--- src/hdl/flc_pkg.sv ---
package flc_pkg;
  localparam int Entries = 64;
  localparam int HitBits = 16;
  localparam int AddrW = 48;
  localparam int IdxW = $clog2(Entries);
  localparam int CntW = $clog2(Entries + 1);
  localparam int CapW = 7;
  localparam int StampW = 32;
  localparam logic [CapW-1:0] CapReset = CapW'(64);

  typedef struct packed {
    logic             valid;
    logic [AddrW-1:0] tag;
    logic             dirty;
    logic             freq;
    logic [HitBits-1:0] hits;
    logic [StampW-1:0]  stamp;
  } entry_t;
endpackage

--- src/hdl/flc_cell.sv ---
module flc_cell
  import flc_pkg::*;
(
  input  logic   clk,
  input  logic   rst_n,
  input  logic   shift,
  input  entry_t d_in,
  input  logic   wr_en,
  input  entry_t wr_data,
  output entry_t q
);
  entry_t q_r, q_nxt;
  always_comb begin
    q_nxt = q_r;
    if (wr_en) begin
      q_nxt = wr_data;
    end else if (shift) begin
      q_nxt = d_in;
    end
  end
  always_ff @(posedge clk) begin
    if (!rst_n) begin
      q_r.valid <= 1'b0;
    end else begin
      q_r.valid <= q_nxt.valid;
    end
    q_r.tag   <= q_nxt.tag;
    q_r.dirty <= q_nxt.dirty;
    q_r.freq  <= q_nxt.freq;
    q_r.hits  <= q_nxt.hits;
    q_r.stamp <= q_nxt.stamp;
  end
  assign q = q_r;
endmodule

--- config.mk ---
export PLATFORM = sky130hd
export DESIGN_NAME = flc_cell
export DESIGN_NICKNAME = d
export VERILOG_FILES = /design/src/hdl/flc_pkg.sv /design/src/hdl/flc_cell.sv
export SDC_FILE = /design/constraint.sdc
export NUM_CORES = 1
export LEC_CHECK = 0
export CAP_MARGIN = 0
export CORE_AREA = 3 3 115 117
export CTS_CLUSTER_SIZE = 20
export DETAILED_ROUTE_END_ITERATION = 12
export DIE_AREA = 0 0 118 120
export DONT_BUFFER_PORTS = 1
export GPL_TIMING_DRIVEN = 0
export HOLD_SLACK_MARGIN = 0.15
export PLACE_DENSITY_LB_ADDON = 0.05
export SYNTH_ARGS = -nofsm -noshare
export SYNTH_HDL_FRONTEND = slang
export SYNTH_SLANG_ARGS = --single-unit
export TNS_END_PERCENT = 100
--- constraint.sdc ---
create_clock -name clk -period 5.1 [get_ports clk]
set_input_delay 0.255 -clock clk [delete_from_list [all_inputs] [get_ports clk]]
set_output_delay 0.255 -clock clk [all_outputs]
set_load 0.01 [all_outputs]
==> run_summary.xml, run 1 <==
<?xml version="1.0" encoding="UTF-8"?>
<metrics>
  <group name="outcome">
    <metric name="status" unit="">did not finish</metric>
    <metric name="failing_step" unit="">4_1_cts</metric>
    <metric name="stop_error" unit="">[ERROR RSZ-0060] Max buffer count reached.</metric>
  </group>
  <group name="clock_tree">
    <metric name="cts_buffer_count" unit="">9</metric>
    <metric name="postCtsHoldBufs" unit="">102</metric>
    <metric name="cts_setup_buffers" unit="">0</metric>
    <metric name="ctsRootBufferMaster" unit="">clkbuf_16</metric>
    <metric name="ctsLongestPathBuffers" unit="">2</metric>
    <metric name="tritoncts_num_sinks" unit="">99</metric>
    <metric name="cts_max_level" unit="">3</metric>
    <metric name="cts.repair.resized" unit="">0</metric>
  </group>
  <group name="synth">
    <metric name="synth_compound_gate_area_share" unit="%">0.2166</metric>
    <metric name="synthesis.area" unit="um2">4622</metric>
    <metric name="yosysTopAreaCellShare" unit="%">63.67</metric>
    <metric name="yosysWarningCount" unit="">0</metric>
    <metric name="ys_types" unit="">11</metric>
    <metric name="syn_area_per_cell" unit="um2">21.80</metric>
    <metric name="synth_adder_area_share" unit="%">0</metric>
    <metric name="synthesis.nets" unit="">414</metric>
    <metric name="synthesis.instances" unit="">212</metric>
    <metric name="number_of_flip_flops_and_latches_in_the_synthesized_netlist" unit="">99</metric>
    <metric name="ys_seq_area_share" unit="%">64.10</metric>
    <metric name="synth_top_family_by_area" unit="">multiplexers</metric>
    <metric name="area_fraction_in_and_or_nand_and_nor_cells_after_synthesis" unit="%">0.2707</metric>
    <metric name="synth_top_cell_by_area" unit="">edfxtp_1</metric>
    <metric name="muxShareOfSynthArea" unit="%">31.27</metric>
    <metric name="synth_area_leaders" unit="">edfxtp_1 64%, mux2_4 29%, buf_12 3.5%</metric>
    <metric name="synth_xor_xnor_area_share" unit="%">0</metric>
  </group>
  <group name="placement">
    <metric name="port_buffers" unit="">0</metric>
    <metric name="dp.final_hpwl" unit="mm">7.704</metric>
    <metric name="gp_routability_congestion" unit="">0.7265</metric>
  </group>
  <group name="die">
    <metric name="initial_utilization" unit="%">37.08</metric>
    <metric name="die_width" unit="um">118</metric>
    <metric name="std_cell_rows" unit="">41</metric>
    <metric name="num_io_pins" unit="">301</metric>
    <metric name="floorplan.die.height" unit="um">120</metric>
  </group>
</metrics>
## logic make-up after synthesis
family,count (synthesis)
flip-flops,99
AND/OR/NAND/NOR,2
multiplexers,99
AO/OA/AOI/OAI,1
buffers and inverters,11
## synth_stat cells, drive strengths merged
master	number
mux2	99
edfxtp	98
buf	11
dfxtp	1
nand2b	1
o211a	1
or2	1
## metrics by stage
step | setup slack (ns) | utilization [%] | cells | cell area (um2) | hold slack [ns]
floorplan | 2.825 | - | 212 | 4622 | 0.3884
global placement | 2.365 | 38.80 | 384 | 4837 | 0.3917
detailed placement | 3.085 | 39.04 | 385 | 4867 | 0.3929
==> run 2, diff against run 1 <==
--- a/config.mk
+++ b/config.mk
@@ -6,14 +6,12 @@
 export NUM_CORES = 1
 export LEC_CHECK = 0
 export CAP_MARGIN = 0
-export CORE_AREA = 3 3 115 117
-export CTS_CLUSTER_SIZE = 20
+export CORE_MARGIN = 3
+export CORE_UTILIZATION = 30
 export DETAILED_ROUTE_END_ITERATION = 12
-export DIE_AREA = 0 0 118 120
 export DONT_BUFFER_PORTS = 1
 export GPL_TIMING_DRIVEN = 0
-export HOLD_SLACK_MARGIN = 0.15
-export PLACE_DENSITY_LB_ADDON = 0.05
+export PLACE_DENSITY_LB_ADDON = 0.15
 export SYNTH_ARGS = -nofsm -noshare
 export SYNTH_HDL_FRONTEND = slang
 export SYNTH_SLANG_ARGS = --single-unit
==> run 2 against run 1 <==
Net effect:
- the run now ends clean
- synthesized cell count is the same
- area after synthesis is the same
==> run_summary.xml, run 2 <==
<?xml version="1.0" encoding="UTF-8"?>
<metrics>
  <group name="drt">
    <metric name="remaining_drc_errors" unit="">0</metric>
    <metric name="ant_nets" unit="">0</metric>
    <metric name="detail_route.wl_per_cell" unit="um">25.67</metric>
    <metric name="first_pass_iters" unit="">4</metric>
    <metric name="route.detailed.vias_per_inst" unit="">4.847</metric>
    <metric name="detailroute.via_count" unit="">2002</metric>
    <metric name="dr.first_iter.drc_count" unit="">97</metric>
    <metric name="routed_wl" unit="mm">10.60</metric>
  </group>
  <group name="clock_tree">
    <metric name="cts_setup_buffers" unit="">0</metric>
    <metric name="cts.repair.resized" unit="">0</metric>
    <metric name="cts_buffer_count" unit="">9</metric>
    <metric name="ctsRootBufferMaster" unit="">clkbuf_16</metric>
    <metric name="ctsLongestPathBuffers" unit="">2</metric>
    <metric name="tritoncts_num_sinks" unit="">99</metric>
    <metric name="clkSlewWorstSetupHoldPaths" unit="ns">0.07</metric>
    <metric name="tritoncts_clock_tree" unit="">built</metric>
    <metric name="clock_latency" unit="ns">0.34</metric>
    <metric name="postCtsHoldBufs" unit="">0</metric>
    <metric name="cts_max_level" unit="">3</metric>
  </group>
  <group name="critical_path">
    <metric name="critical_path.endpoint_type" unit="">flop</metric>
    <metric name="r2r_end" unit="">q[98]</metric>
    <metric name="reg2reg_slack" unit="ns">4.18</metric>
    <metric name="criticalPathCategory" unit="">input port to flop</metric>
    <metric name="worst_setup_path_start_kind" unit="">input port</metric>
    <metric name="worst_path_max_delay_cell" unit="">or2_4</metric>
    <metric name="cp_cell_sequence" unit="">buf_6 -&gt; buf_8 -&gt; or2_4 -&gt; buf_16</metric>
    <metric name="crit_path_start" unit="">wr_en</metric>
    <metric name="timing.critical_path.required" unit="ns">5.12</metric>
    <metric name="ff2ff_path_depth" unit="">2</metric>
    <metric name="timing.critical_path.slowest_cell_delay" unit="ns">0.58</metric>
    <metric name="rr_startpoint" unit="">q[98]</metric>
    <metric name="timing.critical_path.fanout_max" unit="">50</metric>
    <metric name="critical_path_arrival" unit="ns">1.63</metric>
  </group>
  <group name="global_route">
    <metric name="grt_first_pass_wirelength" unit="mm">13.46</metric>
    <metric name="grt_start_max_net_pins" unit="">51</metric>
    <metric name="grtUsageTotal" unit="%">11.39</metric>
    <metric name="first_global_vias" unit="">2001</metric>
    <metric name="gr-total-overflow" unit="">0</metric>
    <metric name="grt_antenna_before_repair" unit="">0</metric>
  </group>
  <group name="cells_and_area">
    <metric name="filler_cell_count" unit="">1356</metric>
    <metric name="layout_common_cells" unit="">98 x edfxtp_1, 88 x mux2_4, 11 x mux2_2, 9 x clkbuf_16, 8 x buf_12</metric>
    <metric name="seq_area" unit="um2">2963</metric>
    <metric name="multi_input_comb_area" unit="um2">1470</metric>
    <metric name="fin_cells" unit="">413</metric>
    <metric name="layout.cells.most_common" unit="">edfxtp_1</metric>
    <metric name="fin_util" unit="%">34.94</metric>
    <metric name="syn_to_final_growth" unit="%">11.97</metric>
    <metric name="layout.nets" unit="">426</metric>
    <metric name="largest_register_ffs" unit="">99</metric>
    <metric name="post_route_cells_drive_above_1_share" unit="%">55.46</metric>
    <metric name="diodes" unit="">0</metric>
  </group>
  <group name="synth">
    <metric name="ys_types" unit="">11</metric>
    <metric name="synth-edff-count" unit="">98</metric>
    <metric name="synthesis.instances" unit="">212</metric>
    <metric name="yosysTopAreaCellShare" unit="%">63.67</metric>
    <metric name="post-synth-top-count-cell" unit="">edfxtp_1</metric>
    <metric name="synthesis.nets" unit="">414</metric>
    <metric name="yosysWarningCount" unit="">0</metric>
    <metric name="synth_top_cell_by_area" unit="">edfxtp_1</metric>
    <metric name="synth_area_leaders" unit="">edfxtp_1 64%, mux2_4 29%, buf_12 3.5%</metric>
    <metric name="ys_seq_area_share" unit="%">64.10</metric>
    <metric name="ys_top_cells_by_count" unit="">98 x edfxtp_1, 88 x mux2_4, 11 x mux2_2, 8 x buf_12</metric>
    <metric name="number_of_flip_flops_and_latches_in_the_synthesized_netlist" unit="">99</metric>
    <metric name="ys.flop_type" unit="">edfxtp_1</metric>
    <metric name="synth-async-reset-ratio" unit="%">0</metric>
    <metric name="syn_area_per_cell" unit="um2">21.80</metric>
    <metric name="synthesis.area" unit="um2">4622</metric>
  </group>
  <group name="die">
    <metric name="initial_utilization" unit="%">31.21</metric>
    <metric name="die_width" unit="um">130.1</metric>
    <metric name="std_cell_rows" unit="">44</metric>
    <metric name="core_area" unit="um2">14810</metric>
    <metric name="full_die_area" unit="um2">16930</metric>
    <metric name="num_io_pins" unit="">301</metric>
    <metric name="floorplan.die.height" unit="um">130.1</metric>
  </group>
  <group name="outcome">
    <metric name="status" unit="">finished clean</metric>
  </group>
  <group name="run">
    <metric name="drv_cap" unit="">0</metric>
  </group>
  <group name="sta">
    <metric name="period_minus_slack" unit="ns">1.611</metric>
    <metric name="worst_slew_pin_slew" unit="ns">0.7067</metric>
    <metric name="final_max_slew_viol_count" unit="">0</metric>
    <metric name="min_period_over_period" unit="%">31.59</metric>
    <metric name="max_slew_margin" unit="%">52.89</metric>
    <metric name="maxClockFrequency" unit="MHz">620.7</metric>
    <metric name="grt_setup_unrepaired" unit="">no</metric>
    <metric name="final_setup_skew" unit="ns">0</metric>
    <metric name="setup_viol" unit="">0</metric>
    <metric name="setup_tns" unit="ns">0</metric>
    <metric name="timing_hold_violations_final" unit="">0</metric>
  </group>
  <group name="power">
    <metric name="pwr_density_cell" unit="nW/um2">372.2</metric>
    <metric name="vdd_ir_drop_max" unit="mV">0.1353</metric>
    <metric name="power_leakage" unit="uW">0.002034</metric>
  </group>
  <group name="worst_hold_path">
    <metric name="holdCritPathClass" unit="">input port to flop</metric>
    <metric name="min_delay_path_depth" unit="">1</metric>
    <metric name="min_delay_worst_endpoint" unit="">q[98]</metric>
    <metric name="hold_path.startpoint" unit="">rst_n</metric>
  </group>
  <group name="placement">
    <metric name="dp.final_hpwl" unit="mm">8.051</metric>
    <metric name="dpl.cell_count" unit="">397</metric>
    <metric name="port_buffers" unit="">0</metric>
    <metric name="gp_routability_congestion" unit="">0.7090</metric>
  </group>
</metrics>
## run 2: cell counts after synthesis
No cell type changed its count.
## run 2: critical path, delay by kind of cell
family / cells / cell delay [ns]
AND/OR/NAND/NOR: 1 / 0.58
buffers and inverters: 3 / 0.72
## run 2: layout make-up
class                      instances  area share (%)
buffer                            11           3.699
clock buffer                       9           4.352
clock inverter                     7           1.306
multi-input combinational        102           28.41
sequential                        99           57.25
tap                              184           4.449
timing repair buffer               1          0.5319
## run 2: power by group
group	total [uW]	switching [uW]	leakage, uW	internal, uW
clock network	672	293	0.000139	379
registers	1090	87.8	0.00101	1000
logic	162	57.3	0.000888	105
total	1930	439	0.00203	1490
## run 2: through the flow
| stage | setup WS [ns] | cell area (um2) | hold WS (ns) | power, uW |
|---|---|---|---|---|
| after floorplan | 2.825 | 4622 | 0.3884 | 1231 |
| final | 3.489 | 5175 | 0.04743 | 1926 |
| after global placement | 2.202 | 4852 | 0.3957 | 1277 |
| after CTS | 3.461 | 5175 | 0.02033 | 1961 |
| after detailed placement | 3.094 | 4882 | 0.3970 | 1278 |
| after global routing | 3.358 | 5175 | 0.02915 | 2004 |
## run 2: how the worst max path moves through the flow
stage | endpoint | slack, ns | cells after the start
2_1_floorplan | q[0] | 2.83 | 3
3_5_place_dp | q[35] | 3.09 | 4
4_1_cts | q[34] | 3.46 | 4
3_3_place_gp | q[35] | 2.20 | 3
6_report | q[34] | 3.49 | 4
5_1_grt | q[23] | 3.36 | 4
## run 2: metal layers
layer / GRT usage, % / up-vias / part of all wire, %
met5: 0 / - / 0
met2: 19.49 / 172 / 52
met4: 5.685 / 0 / 1.7
li1: - / 859 / -
met1: 11.69 / 960 / 35
met3: 5.321 / 11 / 11
## run 2: logic make-up (layout without fill, tap and decap cells)
group | Yosys count | count (layout) | share of synthesized area, %
flip-flops | 99 | 99 | 64.10
buffers and inverters | 11 | 28 | 4.142
AO/OA/AOI/OAI | 1 | 1 | 0.2166
multiplexers | 99 | 99 | 31.27
AND/OR/NAND/NOR | 2 | 2 | 0.2709
Note: power is estimated with default switching activity, not from simulation.
